## src/rtl/prefetch_request_scheduler_assert.svh

```systemverilog
// Assertion macros used by the scheduler controller (prs_ctrl).
// The module that uses them provides clk and rst_n in scope.
`ifndef PREFETCH_REQUEST_SCHEDULER_ASSERT_SVH
`define PREFETCH_REQUEST_SCHEDULER_ASSERT_SVH
`ifndef ASSERT_OFF
// Property checked only while reset is released.
`define PRS_ASSERT(lbl, prop) lbl: assert property (@(posedge clk) disable iff (!rst_n) prop) \
  else $error("prefetch scheduler assertion failed");
// Property checked at every edge, reset included.
`define PRS_ASSERT_ALWAYS(lbl, prop) lbl: assert property (@(posedge clk) prop) \
  else $error("prefetch scheduler assertion failed");
`else
`define PRS_ASSERT(lbl, prop)
`define PRS_ASSERT_ALWAYS(lbl, prop)
`endif
`endif

```

## src/rtl/prs_pkg.sv

```systemverilog
`timescale 1ns / 1ps
package prs_pkg;

  localparam int PEND_DEPTH = 16;
  localparam int HINT_DEPTH = 24;
  localparam int PIDX_W = $clog2(PEND_DEPTH);
  localparam int HIDX_W = $clog2(HINT_DEPTH);
  localparam int SCAN_W = (PIDX_W > HIDX_W) ? PIDX_W : HIDX_W;

  // Opcodes of an input word.
  localparam logic [3:0] OP_REQ    = 4'd0;
  localparam logic [3:0] OP_HINT   = 4'd1;
  localparam logic [3:0] OP_SST    = 4'd2;
  localparam logic [3:0] OP_SPH    = 4'd3;
  localparam logic [3:0] OP_TAKE   = 4'd4;
  localparam logic [3:0] OP_FINISH = 4'd5;
  localparam logic [3:0] OP_CANCEL = 4'd6;
  localparam logic [3:0] OP_QUERY  = 4'd7;
  localparam logic [3:0] OP_CHECK  = 4'd8;

  // Priorities.
  localparam logic [1:0] PRIO_PREDICTED = 2'd1;
  localparam logic [1:0] PRIO_EXPLICIT  = 2'd2;
  localparam logic [1:0] PRIO_BAD       = 2'd3;

  localparam logic [31:0] EPOCH_EXPLICIT = 32'hFFFF_FFFF;

  typedef enum logic [1:0] {
    ST_OK    = 2'd0,
    ST_INVAL = 2'd1,
    ST_FULL  = 2'd2,
    ST_EMPTY = 2'd3
  } status_t;

  typedef enum logic [2:0] {
    CMD_NONE,
    CMD_LOAD,
    CMD_PSCAN,
    CMD_HSCAN,
    CMD_DROP,
    CMD_HLOAD,
    CMD_COMMIT
  } cmd_op_t;

  typedef struct packed {
    cmd_op_t op;
    logic    in_rdy;
  } prs_cmd_t;

  typedef struct packed {
    logic [3:0] op;
    logic       in_valid;
    logic       plast;
    logic       hlast;
    logic       hint_hit;
    logic       out_free;
  } prs_stat_t;

endpackage

```

## src/rtl/prs_req_if.sv

```systemverilog
`timescale 1ns / 1ps
interface prs_req_if;
  logic        valid;
  logic        ready;
  logic [3:0]  opcode;
  logic [15:0] clip_id;
  logic [15:0] path_tag;
  logic [31:0] expected_crc;
  logic [1:0]  prio_level;
  logic [7:0]  ctx_state;
  logic [7:0]  ctx_phase;
  logic        keep_valid;

  modport source (output valid, opcode, clip_id, path_tag, expected_crc, prio_level,
                  ctx_state, ctx_phase, keep_valid, input ready);
  modport sink (input valid, opcode, clip_id, path_tag, expected_crc, prio_level,
                ctx_state, ctx_phase, keep_valid, output ready);
endinterface

```

## src/rtl/prs_res_if.sv

```systemverilog
`timescale 1ns / 1ps
interface prs_res_if;
  logic        valid;
  logic        ready;
  logic [1:0]  status;
  logic        granted;
  logic [15:0] out_clip;
  logic [15:0] out_path;
  logic [31:0] out_crc;
  logic [1:0]  out_prio;
  logic        is_pending;
  logic        is_cancelled;

  modport source (output valid, status, granted, out_clip, out_path, out_crc, out_prio,
                  is_pending, is_cancelled, input ready);
  modport sink (input valid, status, granted, out_clip, out_path, out_crc, out_prio,
                is_pending, is_cancelled, output ready);
endinterface

```

## src/rtl/prs_datapath.sv

```systemverilog
`timescale 1ns / 1ps
module prs_datapath (
  input  logic              clk,
  input  logic              rst_n,
  prs_req_if.sink           in_req,
  prs_res_if.source         out_res,
  input  prs_pkg::prs_cmd_t cmd,
  output prs_pkg::prs_stat_t stat
);
  import prs_pkg::*;

  // Operand registers of the word in work.
  logic [3:0]  op_r;
  logic [15:0] clip_r;
  logic [15:0] path_r;
  logic [31:0] crc_r;
  logic [1:0]  prio_r;
  logic        keep_r;
  logic [15:0] key_r;
  logic [SCAN_W-1:0] idx_r;

  // Pending and hint tables.
  logic        pend_valid_r [PEND_DEPTH];
  logic [15:0] pend_clip_r  [PEND_DEPTH];
  logic [15:0] pend_path_r  [PEND_DEPTH];
  logic [31:0] pend_crc_r   [PEND_DEPTH];
  logic [1:0]  pend_prio_r  [PEND_DEPTH];
  logic [31:0] pend_epoch_r [PEND_DEPTH];
  logic [31:0] pend_order_r [PEND_DEPTH];
  logic        hint_valid_r [HINT_DEPTH];
  logic [15:0] hint_key_r   [HINT_DEPTH];
  logic [15:0] hint_clip_r  [HINT_DEPTH];
  logic [15:0] hint_path_r  [HINT_DEPTH];
  logic [31:0] hint_crc_r   [HINT_DEPTH];

  // Context and active request.
  logic [31:0] cur_epoch_r;
  logic [31:0] order_r;
  logic [7:0]  cur_state_r;
  logic [7:0]  cur_phase_r;
  logic        act_valid_r;
  logic [15:0] act_clip_r;
  logic [31:0] act_epoch_r;
  logic [1:0]  act_prio_r;
  logic        act_cancel_r;

  // Scan trackers.
  logic              m_hit_r, f_hit_r, b_hit_r, hm_hit_r, hf_hit_r;
  logic [PIDX_W-1:0] m_idx_r, f_idx_r, b_idx_r;
  logic [1:0]        m_prio_r, b_prio_r;
  logic [31:0]       b_order_r, b_epoch_r, b_crc_r;
  logic [15:0]       b_clip_r, b_path_r;
  logic [HIDX_W-1:0] hm_idx_r, hf_idx_r;
  logic [15:0]       h_clip_r, h_path_r;
  logic [31:0]       h_crc_r;

  // Result register.
  logic        out_valid_r;
  logic [1:0]  out_status_r;
  logic        out_granted_r;
  logic [15:0] out_clip_r;
  logic [15:0] out_path_r;
  logic [31:0] out_crc_r;
  logic [1:0]  out_prio_r;
  logic        out_pend_r;
  logic        out_canc_r;

  logic [PIDX_W-1:0] pidx;
  logic [HIDX_W-1:0] hidx;
  logic        pv, hv;
  logic [15:0] pc;
  logic [1:0]  pp;
  logic        drop_hit;
  logic        hint_op, ctx_op, do_enq;
  logic        enq_inval, enq_act, enq_new, enq_raise;
  status_t     enq_status;
  logic        is_scan_cmd, scan_end;

  logic [1:0]  res_status;
  logic        res_granted;
  logic [15:0] res_clip, res_path;
  logic [31:0] res_crc;
  logic [1:0]  res_prio;
  logic        res_pend, res_canc;

  assign pidx = idx_r[PIDX_W-1:0];
  assign hidx = idx_r[HIDX_W-1:0];
  assign pv = pend_valid_r[pidx];
  assign pc = pend_clip_r[pidx];
  assign pp = pend_prio_r[pidx];
  assign hv = hint_valid_r[hidx];

  assign hint_op = (op_r == OP_HINT);
  assign ctx_op  = (op_r == OP_SST) || (op_r == OP_SPH);
  assign do_enq  = (op_r == OP_REQ) || (ctx_op && hm_hit_r);

  // A cancel drops entries other than the kept clip; a context change drops
  // every entry that is not explicit.
  assign drop_hit = pv && ((op_r == OP_CANCEL) ? (!keep_r || pc != clip_r)
                                               : (pp != PRIO_EXPLICIT));

  // Enqueue decision from the finished pending scan.
  assign enq_inval = (crc_r == 32'd0) || (prio_r == PRIO_BAD);
  assign enq_act   = act_valid_r && (act_clip_r == clip_r);
  assign enq_new   = do_enq && !enq_inval && !enq_act && !m_hit_r && f_hit_r;
  assign enq_raise = do_enq && !enq_inval && !enq_act && m_hit_r && (prio_r > m_prio_r);

  always_comb begin
    if (enq_inval) begin
      enq_status = ST_INVAL;
    end else if (enq_act || m_hit_r || f_hit_r) begin
      enq_status = ST_OK;
    end else begin
      enq_status = ST_FULL;
    end
  end

  // Status toward the controller.
  assign stat.op       = op_r;
  assign stat.in_valid = in_req.valid;
  assign stat.plast    = (idx_r == SCAN_W'(PEND_DEPTH - 1));
  assign stat.hlast    = (idx_r == SCAN_W'(HINT_DEPTH - 1));
  assign stat.hint_hit = hm_hit_r;
  assign stat.out_free = !out_valid_r || out_res.ready;

  assign in_req.ready = cmd.in_rdy;

  assign is_scan_cmd = (cmd.op == CMD_PSCAN) || (cmd.op == CMD_DROP) || (cmd.op == CMD_HSCAN);
  assign scan_end = (cmd.op == CMD_HSCAN) ? stat.hlast : stat.plast;

  // Operand capture, scan index and context registers.
  always_ff @(posedge clk) begin
    if (!rst_n) begin
      idx_r       <= '0;
      op_r        <= OP_REQ;
      cur_epoch_r <= 32'd1;
      cur_state_r <= 8'd0;
      cur_phase_r <= 8'd0;
    end else begin
      if (cmd.op == CMD_LOAD) begin
        op_r <= in_req.opcode;
        if (in_req.opcode == OP_SST) begin
          cur_state_r <= in_req.ctx_state;
          cur_epoch_r <= cur_epoch_r + 32'd1;
        end else if (in_req.opcode == OP_SPH) begin
          cur_phase_r <= in_req.ctx_phase;
          cur_epoch_r <= cur_epoch_r + 32'd1;
        end
      end
      if (is_scan_cmd) begin
        idx_r <= scan_end ? '0 : idx_r + SCAN_W'(1);
      end
    end
  end

  always_ff @(posedge clk) begin
    if (cmd.op == CMD_LOAD) begin
      clip_r <= in_req.clip_id;
      path_r <= in_req.path_tag;
      crc_r  <= in_req.expected_crc;
      prio_r <= in_req.prio_level;
      keep_r <= in_req.keep_valid;
      if (in_req.opcode == OP_SST) begin
        key_r <= {in_req.ctx_state, cur_phase_r};
      end else if (in_req.opcode == OP_SPH) begin
        key_r <= {cur_state_r, in_req.ctx_phase};
      end else begin
        key_r <= {in_req.ctx_state, in_req.ctx_phase};
      end
    end else if (cmd.op == CMD_HLOAD) begin
      clip_r <= h_clip_r;
      path_r <= h_path_r;
      crc_r  <= h_crc_r;
      prio_r <= PRIO_PREDICTED;
    end
  end

  // Scan tracker flags.
  always_ff @(posedge clk) begin
    if (!rst_n) begin
      m_hit_r  <= 1'b0;
      f_hit_r  <= 1'b0;
      b_hit_r  <= 1'b0;
      hm_hit_r <= 1'b0;
      hf_hit_r <= 1'b0;
    end else begin
      unique case (cmd.op)
        CMD_LOAD: begin
          m_hit_r  <= 1'b0;
          f_hit_r  <= 1'b0;
          b_hit_r  <= 1'b0;
          hm_hit_r <= 1'b0;
          hf_hit_r <= 1'b0;
        end
        CMD_HLOAD: begin
          m_hit_r <= 1'b0;
          f_hit_r <= 1'b0;
          b_hit_r <= 1'b0;
        end
        CMD_PSCAN: begin
          if (pv && pc == clip_r) m_hit_r <= 1'b1;
          if (!pv) f_hit_r <= 1'b1;
          if (pv) b_hit_r <= 1'b1;
        end
        CMD_HSCAN: begin
          if (hv && hint_key_r[hidx] == key_r) hm_hit_r <= 1'b1;
          if (!hv) hf_hit_r <= 1'b1;
        end
        default: begin
        end
      endcase
    end
  end

  // Scan tracker payload: first match, first free, best so far.
  always_ff @(posedge clk) begin
    if (cmd.op == CMD_PSCAN) begin
      if (pv && pc == clip_r && !m_hit_r) begin
        m_idx_r  <= pidx;
        m_prio_r <= pp;
      end
      if (!pv && !f_hit_r) begin
        f_idx_r <= pidx;
      end
      if (pv && (!b_hit_r || pp > b_prio_r ||
                 (pp == b_prio_r && pend_order_r[pidx] < b_order_r))) begin
        b_idx_r   <= pidx;
        b_prio_r  <= pp;
        b_order_r <= pend_order_r[pidx];
        b_clip_r  <= pc;
        b_path_r  <= pend_path_r[pidx];
        b_crc_r   <= pend_crc_r[pidx];
        b_epoch_r <= pend_epoch_r[pidx];
      end
    end
    if (cmd.op == CMD_HSCAN) begin
      if (hv && hint_key_r[hidx] == key_r && !hm_hit_r) begin
        hm_idx_r <= hidx;
        h_clip_r <= hint_clip_r[hidx];
        h_path_r <= hint_path_r[hidx];
        h_crc_r  <= hint_crc_r[hidx];
      end
      if (!hv && !hf_hit_r) begin
        hf_idx_r <= hidx;
      end
    end
  end

  // Pending valid bits and order counter.
  always_ff @(posedge clk) begin
    if (!rst_n) begin
      for (int i = 0; i < PEND_DEPTH; i++) begin
        pend_valid_r[i] <= 1'b0;
      end
      order_r <= 32'd0;
    end else begin
      if (cmd.op == CMD_DROP && drop_hit) begin
        pend_valid_r[pidx] <= 1'b0;
      end
      if (cmd.op == CMD_COMMIT) begin
        if (enq_new) begin
          pend_valid_r[f_idx_r] <= 1'b1;
          order_r <= order_r + 32'd1;
        end
        if (op_r == OP_TAKE && b_hit_r) begin
          pend_valid_r[b_idx_r] <= 1'b0;
        end
      end
    end
  end

  // Pending entry payload.
  always_ff @(posedge clk) begin
    if (cmd.op == CMD_COMMIT) begin
      if (enq_new) begin
        pend_clip_r[f_idx_r]  <= clip_r;
        pend_path_r[f_idx_r]  <= path_r;
        pend_crc_r[f_idx_r]   <= crc_r;
        pend_prio_r[f_idx_r]  <= prio_r;
        pend_epoch_r[f_idx_r] <= (prio_r == PRIO_EXPLICIT) ? EPOCH_EXPLICIT : cur_epoch_r;
        pend_order_r[f_idx_r] <= order_r + 32'd1;
      end else if (enq_raise) begin
        pend_prio_r[m_idx_r] <= prio_r;
      end
    end
  end

  // Hint table: a matching key is overwritten, else the first free slot.
  always_ff @(posedge clk) begin
    if (!rst_n) begin
      for (int i = 0; i < HINT_DEPTH; i++) begin
        hint_valid_r[i] <= 1'b0;
      end
    end else if (cmd.op == CMD_COMMIT && hint_op && crc_r != 32'd0) begin
      if (hm_hit_r) begin
        hint_valid_r[hm_idx_r] <= 1'b1;
      end else if (hf_hit_r) begin
        hint_valid_r[hf_idx_r] <= 1'b1;
      end
    end
  end

  always_ff @(posedge clk) begin
    if (cmd.op == CMD_COMMIT && hint_op && crc_r != 32'd0) begin
      if (hm_hit_r) begin
        hint_key_r[hm_idx_r]  <= key_r;
        hint_clip_r[hm_idx_r] <= clip_r;
        hint_path_r[hm_idx_r] <= path_r;
        hint_crc_r[hm_idx_r]  <= crc_r;
      end else if (hf_hit_r) begin
        hint_key_r[hf_idx_r]  <= key_r;
        hint_clip_r[hf_idx_r] <= clip_r;
        hint_path_r[hf_idx_r] <= path_r;
        hint_crc_r[hf_idx_r]  <= crc_r;
      end
    end
  end

  // Active request.
  always_ff @(posedge clk) begin
    if (!rst_n) begin
      act_valid_r  <= 1'b0;
      act_clip_r   <= 16'd0;
      act_epoch_r  <= 32'd0;
      act_prio_r   <= 2'd0;
      act_cancel_r <= 1'b0;
    end else if (cmd.op == CMD_COMMIT) begin
      if (op_r == OP_TAKE && b_hit_r) begin
        act_valid_r  <= 1'b1;
        act_clip_r   <= b_clip_r;
        act_epoch_r  <= b_epoch_r;
        act_prio_r   <= b_prio_r;
        act_cancel_r <= 1'b0;
      end else if (op_r == OP_FINISH) begin
        act_valid_r  <= 1'b0;
        act_cancel_r <= 1'b0;
      end else if (op_r == OP_CANCEL && act_valid_r && (!keep_r || act_clip_r != clip_r)) begin
        act_cancel_r <= 1'b1;
      end
    end
  end

  // Result word for the opcode in work; unrelated fields stay zero.
  always_comb begin
    res_status  = ST_OK;
    res_granted = 1'b0;
    res_clip    = 16'd0;
    res_path    = 16'd0;
    res_crc     = 32'd0;
    res_prio    = 2'd0;
    res_pend    = 1'b0;
    res_canc    = 1'b0;
    unique case (op_r)
      OP_REQ: res_status = enq_status;
      OP_HINT: begin
        if (crc_r == 32'd0) begin
          res_status = ST_INVAL;
        end else if (!hm_hit_r && !hf_hit_r) begin
          res_status = ST_FULL;
        end
      end
      OP_SST, OP_SPH, OP_FINISH, OP_CANCEL: res_status = ST_OK;
      OP_TAKE: begin
        if (b_hit_r) begin
          res_granted = 1'b1;
          res_clip    = b_clip_r;
          res_path    = b_path_r;
          res_crc     = b_crc_r;
          res_prio    = b_prio_r;
        end else begin
          res_status = ST_EMPTY;
        end
      end
      OP_QUERY: res_pend = (act_valid_r && act_clip_r == clip_r) || m_hit_r;
      OP_CHECK: res_canc = act_valid_r && (act_cancel_r ||
                           (act_prio_r != PRIO_EXPLICIT && act_epoch_r != cur_epoch_r));
      default: res_status = ST_INVAL;
    endcase
  end

  // Output register.
  always_ff @(posedge clk) begin
    if (!rst_n) begin
      out_valid_r <= 1'b0;
    end else if (cmd.op == CMD_COMMIT) begin
      out_valid_r <= 1'b1;
    end else if (out_res.ready) begin
      out_valid_r <= 1'b0;
    end
  end

  always_ff @(posedge clk) begin
    if (cmd.op == CMD_COMMIT) begin
      out_status_r  <= res_status;
      out_granted_r <= res_granted;
      out_clip_r    <= res_clip;
      out_path_r    <= res_path;
      out_crc_r     <= res_crc;
      out_prio_r    <= res_prio;
      out_pend_r    <= res_pend;
      out_canc_r    <= res_canc;
    end
  end

  assign out_res.valid        = out_valid_r;
  assign out_res.status       = out_status_r;
  assign out_res.granted      = out_granted_r;
  assign out_res.out_clip     = out_clip_r;
  assign out_res.out_path     = out_path_r;
  assign out_res.out_crc      = out_crc_r;
  assign out_res.out_prio     = out_prio_r;
  assign out_res.is_pending   = out_pend_r;
  assign out_res.is_cancelled = out_canc_r;

endmodule

```

## src/rtl/prs_ctrl.sv

```systemverilog
`timescale 1ns / 1ps
`include "prefetch_request_scheduler_assert.svh"
module prs_ctrl (
  input  logic               clk,
  input  logic               rst_n,
  input  prs_pkg::prs_stat_t stat,
  output prs_pkg::prs_cmd_t  cmd
);
  import prs_pkg::*;

  typedef enum logic [2:0] {
    S_IDLE,
    S_DISP,
    S_DROP,
    S_HSCAN,
    S_HDEC,
    S_HLOAD,
    S_PSCAN,
    S_COMMIT
  } state_t;

  state_t state_r;
  state_t state_nxt;

  // Next state and command for the datapath.
  always_comb begin
    state_nxt  = state_r;
    cmd.op     = CMD_NONE;
    cmd.in_rdy = 1'b0;
    unique case (state_r)
      S_IDLE: begin
        cmd.in_rdy = 1'b1;
        if (stat.in_valid) begin
          cmd.op    = CMD_LOAD;
          state_nxt = S_DISP;
        end
      end
      S_DISP: begin
        if (stat.op == OP_REQ || stat.op == OP_TAKE || stat.op == OP_QUERY) begin
          state_nxt = S_PSCAN;
        end else if (stat.op == OP_SST || stat.op == OP_SPH || stat.op == OP_CANCEL) begin
          state_nxt = S_DROP;
        end else if (stat.op == OP_HINT) begin
          state_nxt = S_HSCAN;
        end else begin
          state_nxt = S_COMMIT;
        end
      end
      S_DROP: begin
        cmd.op = CMD_DROP;
        if (stat.plast) begin
          state_nxt = (stat.op == OP_CANCEL) ? S_COMMIT : S_HSCAN;
        end
      end
      S_HSCAN: begin
        cmd.op = CMD_HSCAN;
        if (stat.hlast) begin
          state_nxt = (stat.op == OP_HINT) ? S_COMMIT : S_HDEC;
        end
      end
      S_HDEC: begin
        state_nxt = stat.hint_hit ? S_HLOAD : S_COMMIT;
      end
      S_HLOAD: begin
        cmd.op    = CMD_HLOAD;
        state_nxt = S_PSCAN;
      end
      S_PSCAN: begin
        cmd.op = CMD_PSCAN;
        if (stat.plast) begin
          state_nxt = S_COMMIT;
        end
      end
      S_COMMIT: begin
        if (stat.out_free) begin
          cmd.op    = CMD_COMMIT;
          state_nxt = S_IDLE;
        end
      end
      default: state_nxt = S_IDLE;
    endcase
  end

  // State register.
  always_ff @(posedge clk) begin
    if (!rst_n) begin
      state_r <= S_IDLE;
    end else begin
      state_r <= state_nxt;
    end
  end

  `PRS_ASSERT(a_accept_dispatch, (state_r == S_IDLE && stat.in_valid) |=> (state_r == S_DISP))
  `PRS_ASSERT_ALWAYS(a_hload_needs_hit, (state_r == S_HLOAD) |-> stat.hint_hit)
  `PRS_ASSERT(a_drop_ops, (state_r == S_DROP) |-> (stat.op == OP_CANCEL || stat.op == OP_SST || stat.op == OP_SPH))

endmodule

```

## src/rtl/prefetch_request_scheduler.sv

```systemverilog
`timescale 1ns / 1ps
// Each input word yields one result word. Request, take, query
// and cancel walk the 16 pending entries, a hint walks the 24 hint entries,
// a state or phase change walks pending and hints, and pending again when a hint
// matches; finish, check and unknown opcodes walk no table.
// One word is in work at a time; the next is taken the cycle after the result is written.
// Reset (synchronous, rst_n low) clears the valid bits, the active request and context.
module prefetch_request_scheduler (
  input  logic      clk,
  input  logic      rst_n,
  prs_req_if.sink   in_req,
  prs_res_if.source out_res
);
  import prs_pkg::*;

  prs_cmd_t  cmd;
  prs_stat_t stat;

  prs_ctrl u_ctrl (
    .clk   (clk),
    .rst_n (rst_n),
    .stat  (stat),
    .cmd   (cmd)
  );

  prs_datapath u_dp (
    .clk     (clk),
    .rst_n   (rst_n),
    .in_req  (in_req),
    .out_res (out_res),
    .cmd     (cmd),
    .stat    (stat)
  );

endmodule

```

## src/flat_wrapper.sv

```systemverilog
// flat-port wrapper written by rule: the top's interface ports become plain ports
module prefetch_request_scheduler_flat import prs_pkg::*;
  (clk, rst_n, in_req_valid, in_req_opcode, in_req_clip_id, in_req_path_tag, in_req_expected_crc, in_req_prio_level, in_req_ctx_state, in_req_ctx_phase, in_req_keep_valid, in_req_ready, out_res_valid, out_res_status, out_res_granted, out_res_out_clip, out_res_out_path, out_res_out_crc, out_res_out_prio, out_res_is_pending, out_res_is_cancelled, out_res_ready);
  prs_req_if in_req_i ();
  prs_res_if out_res_i ();
  input  logic clk;
  input  logic rst_n;
  input wire logic [$bits(in_req_i.valid)-1:0] in_req_valid;
  input wire logic [$bits(in_req_i.opcode)-1:0] in_req_opcode;
  input wire logic [$bits(in_req_i.clip_id)-1:0] in_req_clip_id;
  input wire logic [$bits(in_req_i.path_tag)-1:0] in_req_path_tag;
  input wire logic [$bits(in_req_i.expected_crc)-1:0] in_req_expected_crc;
  input wire logic [$bits(in_req_i.prio_level)-1:0] in_req_prio_level;
  input wire logic [$bits(in_req_i.ctx_state)-1:0] in_req_ctx_state;
  input wire logic [$bits(in_req_i.ctx_phase)-1:0] in_req_ctx_phase;
  input wire logic [$bits(in_req_i.keep_valid)-1:0] in_req_keep_valid;
  output wire logic [$bits(in_req_i.ready)-1:0] in_req_ready;
  output wire logic [$bits(out_res_i.valid)-1:0] out_res_valid;
  output wire logic [$bits(out_res_i.status)-1:0] out_res_status;
  output wire logic [$bits(out_res_i.granted)-1:0] out_res_granted;
  output wire logic [$bits(out_res_i.out_clip)-1:0] out_res_out_clip;
  output wire logic [$bits(out_res_i.out_path)-1:0] out_res_out_path;
  output wire logic [$bits(out_res_i.out_crc)-1:0] out_res_out_crc;
  output wire logic [$bits(out_res_i.out_prio)-1:0] out_res_out_prio;
  output wire logic [$bits(out_res_i.is_pending)-1:0] out_res_is_pending;
  output wire logic [$bits(out_res_i.is_cancelled)-1:0] out_res_is_cancelled;
  input wire logic [$bits(out_res_i.ready)-1:0] out_res_ready;
  assign in_req_i.valid = in_req_valid;
  assign in_req_i.opcode = in_req_opcode;
  assign in_req_i.clip_id = in_req_clip_id;
  assign in_req_i.path_tag = in_req_path_tag;
  assign in_req_i.expected_crc = in_req_expected_crc;
  assign in_req_i.prio_level = in_req_prio_level;
  assign in_req_i.ctx_state = in_req_ctx_state;
  assign in_req_i.ctx_phase = in_req_ctx_phase;
  assign in_req_i.keep_valid = in_req_keep_valid;
  assign in_req_ready = in_req_i.ready;
  assign out_res_valid = out_res_i.valid;
  assign out_res_status = out_res_i.status;
  assign out_res_granted = out_res_i.granted;
  assign out_res_out_clip = out_res_i.out_clip;
  assign out_res_out_path = out_res_i.out_path;
  assign out_res_out_crc = out_res_i.out_crc;
  assign out_res_out_prio = out_res_i.out_prio;
  assign out_res_is_pending = out_res_i.is_pending;
  assign out_res_is_cancelled = out_res_i.is_cancelled;
  assign out_res_i.ready = out_res_ready;
  prefetch_request_scheduler u_core (.clk(clk), .rst_n(rst_n), .in_req(in_req_i), .out_res(out_res_i));
endmodule
```

## config.mk

```make
export PLATFORM = sky130hd
export DESIGN_NAME = prefetch_request_scheduler_flat
export DESIGN_NICKNAME = d
export VERILOG_FILES = /design/src/rtl/prs_pkg.sv /design/src/rtl/prs_req_if.sv /design/src/rtl/prs_res_if.sv /design/src/rtl/prs_datapath.sv /design/src/rtl/prs_ctrl.sv /design/src/rtl/prefetch_request_scheduler.sv /design/src/flat_wrapper.sv
export VERILOG_INCLUDE_DIRS = /design/src /design/src/rtl
export SDC_FILE = /design/constraint.sdc
export NUM_CORES = 2
export LEC_CHECK = 0
export ABC_AREA = 1
export BUFFER_PORTS_ARGS = -buffer_cell sky130_fd_sc_hd__buf_2
export CORE_MARGIN = 2
export CORE_UTILIZATION = 25
export DETAILED_ROUTE_END_ITERATION = 10
export PLACE_DENSITY_LB_ADDON = 0.2
export SLEW_MARGIN = 20
export SYNTH_ARGS = -nofsm -noshare
export SYNTH_HDL_FRONTEND = slang
export SYNTH_HIERARCHICAL = 1
export SYNTH_SLANG_ARGS = --single-unit
```

## constraint.sdc

```tcl
create_clock -name clk -period 29.9 [get_ports clk]
set_input_delay 4.485 -clock clk [delete_from_list [all_inputs] [get_ports clk]]
set_output_delay 4.485 -clock clk [all_outputs]
set_load 0.005 [all_outputs]
```

==> qor_table.md <==
| Step | Parameter | This run |
|---|---|---|
| timing | Largest clock skew in the final design | 55.7 ps |
| clocking | CTS Root Cell | clkbuf_16 |
| clocking | Setup Fix Bufs, Post-CTS | 0 |
| finish | Top library cells by usage in the layout, fill and taps aside | edfxtp_1, nor2_1, o21ai_0, nand2_1, o221ai_1 |
| critical path | Maximum single-stage delay on the critical path | 780 ps |
| floorplanning | Number of primary I/O pins | 164 |
| pwr | Total Power Consumption | 17900 uW |
| synth | Mapped Area | 180000 um^2 |
| floorplanning | Horiz. Die Dim | 852 um |
| global route | Number of antenna violations at the first check in global routing | 40 |
| finish | Number of nets at the end of the flow | 14100 |
| critical path | Slowest cell on the critical path | inv_1 |
| synth | Number of distinct library cells after synthesis | 56 |
| critical path | WP data arrival | 10870 ps |
| global route | Global routing usage summed across all routing layers | 15.5% |
| finish | Ratio of cells with drive above 1 in the final layout | 9.42% |
| clocking | Reg clk slew, reported paths | 50 ps |
| clocking | TritonCTS clock tree | yes |
| critical path | Category of the worst setup path capture point | flip-flop |
| floorplanning | Number of standard-cell rows in the floorplan | 311 |
| placed design | HPWL Detailed | 324 mm |
| clocking | CTS sink count | 4575 |
| synth | Yosys warnings | 6 |
| synth | Async S/R FF share, synth | 0% |
| timing | Maximum clock rate | 0.0980 GHz |
| synth | Synthesis-stage register bit count | 4575 |
| clocking | Total of cells resized after clock tree synthesis | 0 |
| clocking | Number of CTS-inserted buffers | 534 |
| floorplanning | Starting Density | 25.1% |
| global route | Total global routing overflow | 0 |
| drt | Average wire per cell in the routed design | 24.5 um |
| status | Run status | complete, no violations |
| critical path | Worst Path Required | 30570 ps |
| clocking | Clk buf depth | 4 |
| synth | Yosys top cell area share | 73.1% |
| timing | Portion of the clock cycle consumed by the worst path in the final layout | 34.1% |
| global route | Vias in the first global route | 110000 |
| drt | Final ANT Viol Nets | 0 |
| synth | Mean Syn Cell Area | 13.0 um^2 |
| drt | Via count normalized by instance count | 4.74 |
| critical path | Category of the critical setup timing path | input port to flip-flop |
| pwr | Leakage power summed over all cells | 0.0683 uW |
| critical path | Kind of start point of the critical path | input port |
| timing | Sum Neg Setup Slack | 0 ps |
| placed design | Weighted congestion at the end of routability-driven global placement | 0.786 |
| drt | Total vias in the final route | 113000 |
| timing | Max_slew headroom | 24.8% |
| clocking | Clock latency of the later-clocked register in the worst-skew pair | 1080 ps |
| timing | Setup slack after layout | 19700 ps |
| drt | Initial drt markers | 10200 |
| timing | Setup Viol. Count Final | 0 |
| clocking | Hold_buf cts | 0 |
| synth | Sequential element share of the synthesized area | 75.3% |
| critical path | Cell seen most often among critical-path stages | buf_4 |
| timing | Tightest Pin Transition | 1130 ps |
| job | Count of max-cap constraint violations | 0 |
| global route | Largest net degree at the start of global routing | 202 |
| timing | Setup repair after global routing missed its margin | no |
| clocking | Number of levels in the clock H-tree | 6 |
| finish | Layout area overhead | 16.1% |
| synth | Largest area contributor in the synthesized netlist | edfxtp_1 |
| finish | Most common cell after layout, fill and taps aside | edfxtp_1 |
| timing | Hold violation count in the final report | 0 |
| critical path | Highest net fanout along the worst path | 48 |
| synth | Synth Flop Type | edfxtp_1 |
| timing | Number of pins with negative max-slew slack in the final report | 0 |
| global route | First-pass GRT wire length | 837 mm |
| floorplanning | Die ar. | 726000 um^2 |
| placed design | I/O Buffers | 163 |
| floorplanning | Die boundary height | 852 um |
| synth | Top cells by area, synth | edfxtp_1, o21ai_0, nor2_1 |
| pwr | Total power density per cell area | 85.7 nW/um^2 |
| drt | Drt first pass iters | 6 |
| synth | Cells after Synth | 13800 |
| pwr | Max IR drop VDD | 0.0000613 V |
| drt | Drt drc | 0 |
| timing | Worst-case hold slack | 425 ps |
| floorplanning | Floorplan Core Area | 717000 um^2 |
| synth | Number of flops mapped to enable cells by yosys | 4372 |
| critical path | Cell breakdown of the critical path | buf_2 -> inv_1 -> nand2_1 -> nand2_1 -> nand3_1 -> inv_2 -> nor3_4 -> inv_2 -> nor3_2 -> nand2_2 -> inv_1 -> nand3_1 -> nor2_4 -> buf_4 -> buf_4 -> buf_4 |
| drt | Total detailed-routing wirelength | 587 mm |
| synth | Total nets after synthesis | 14000 |
| placed design | Placement-stage worst setup slack | 18460 ps |
| timing | Min Tclk post-route | 10200 ps |
| hold path | Worst hold-check path type | flip-flop to flip-flop |
-- cell usage after synthesis (4+ instances only) --
cell type / number
buf_1: 54
nand3b_1: 12
dfxtp_1: 203
nor3_1: 37
o211ai_1: 230
o21ai_1: 68
nand2_1: 1322
o221ai_1: 555
clkinv_1: 7
ha_1: 39
nor2_2: 12
inv_1: 378
nor3_2: 6
clkbuf_1: 727
a21o_1: 7
a31oi_1: 4
xnor2_1: 27
nor4_1: 14
nor2_4: 6
a211oi_1: 14
nand4_1: 28
mux2i_1: 5
nor2_1: 2431
a21oi_1: 83
xor2_1: 34
o21ai_0: 2165
buf_4: 27
buf_2: 99
nand2_2: 6
buf_6: 12
nand3_1: 456
inv_2: 16
o22ai_1: 352
edfxtp_1: 4372
-- sequential cells by signal, indices dropped and copies added (netlist names), 384 cells and up, named ones only --
name / cells
u_core/u_dp/hint_crc_r: 768
u_core/u_dp/hint_path_r: 384
u_core/u_dp/pend_order_r: 512
u_core/u_dp/pend_epoch_r: 512
u_core/u_dp/hint_key_r: 384
u_core/u_dp/hint_clip_r: 384
u_core/u_dp/pend_crc_r: 512
-- final cells by class --
type,count,area (um^2)
Tap cell,9546,11900
Clock inverter,249,2130
Timing Repair Buffer,511,3590
Multi-Input combinational cell,7943,39600
Antenna cell,12,30.0
Inverter,401,1580
Fill cell,72800,508000
Clock buffer,718,14500
Sequential cell,4575,135000
-- worst paths after layout --
check | startpoint | depth (start not counted) | slack [ps] | end
setup / recovery | out_res_ready | 16 | 19700 | u_core/u_dp/pend_crc_r[14][19]
hold / removal | u_core/u_dp/hint_valid_r[30] | 1 | 430 | u_core/u_dp/hint_valid_r[30]
setup reg to reg | flip-flop | 18 | 21920 | u_core/u_dp/b_crc_r[23]
hold reg to reg | u_core/u_dp/hint_valid_r[30] | 1 | 430 | u_core/u_dp/hint_valid_r[30]
-- worst max-delay path: cells and delay by family --
family,cells,cell delay (ps)
buf+inv,8,3350
simple gates,8,2810
-- power breakdown --
part / switching, uW / internal (uW) / leakage [uW]
Clock: 2690 / 3560 / 0.00807
Sequential: 149 / 7840 / 0.0416
Combinational: 2860 / 790 / 0.0187
Total: 5710 / 12200 / 0.0683
-- kinds of logic (layout without fill, tap and decap cells) --
group           Yosys count  in the layout  synth area share (%)
simple gates           4344           4344                  9.63
mux                       5              5                0.0279
compound gates         3494           3494                  11.5
flops                  4575           4575                  75.3
xor+xnor                 61             61                 0.297
buf+inv                1321           1879                  2.94
other cells               0             12                     0
fa+ha+maj                39             39                 0.272
-- metrics by stage --
step           cells  util (%)  area [um^2]
6_report       24000      29.1       209000
5_1_grt        23900      29.1       209000
4_1_cts        23900      29.1       209000
3_5_place_dp   23000      26.8       192000
3_3_place_gp   23000      26.8       192000
2_1_floorplan  13800         -       180000
-- layer usage --
| layer | wire, um | GRT usage, % |
|---|---|---|
| met5 | 60 | 0 |
| met4 | 10700 | 2.94 |
| met3 | 27900 | 2.04 |
| met2 | 273000 | 25.3 |
| met1 | 276000 | 22.4 |
Power figures use the tool's default switching activity.
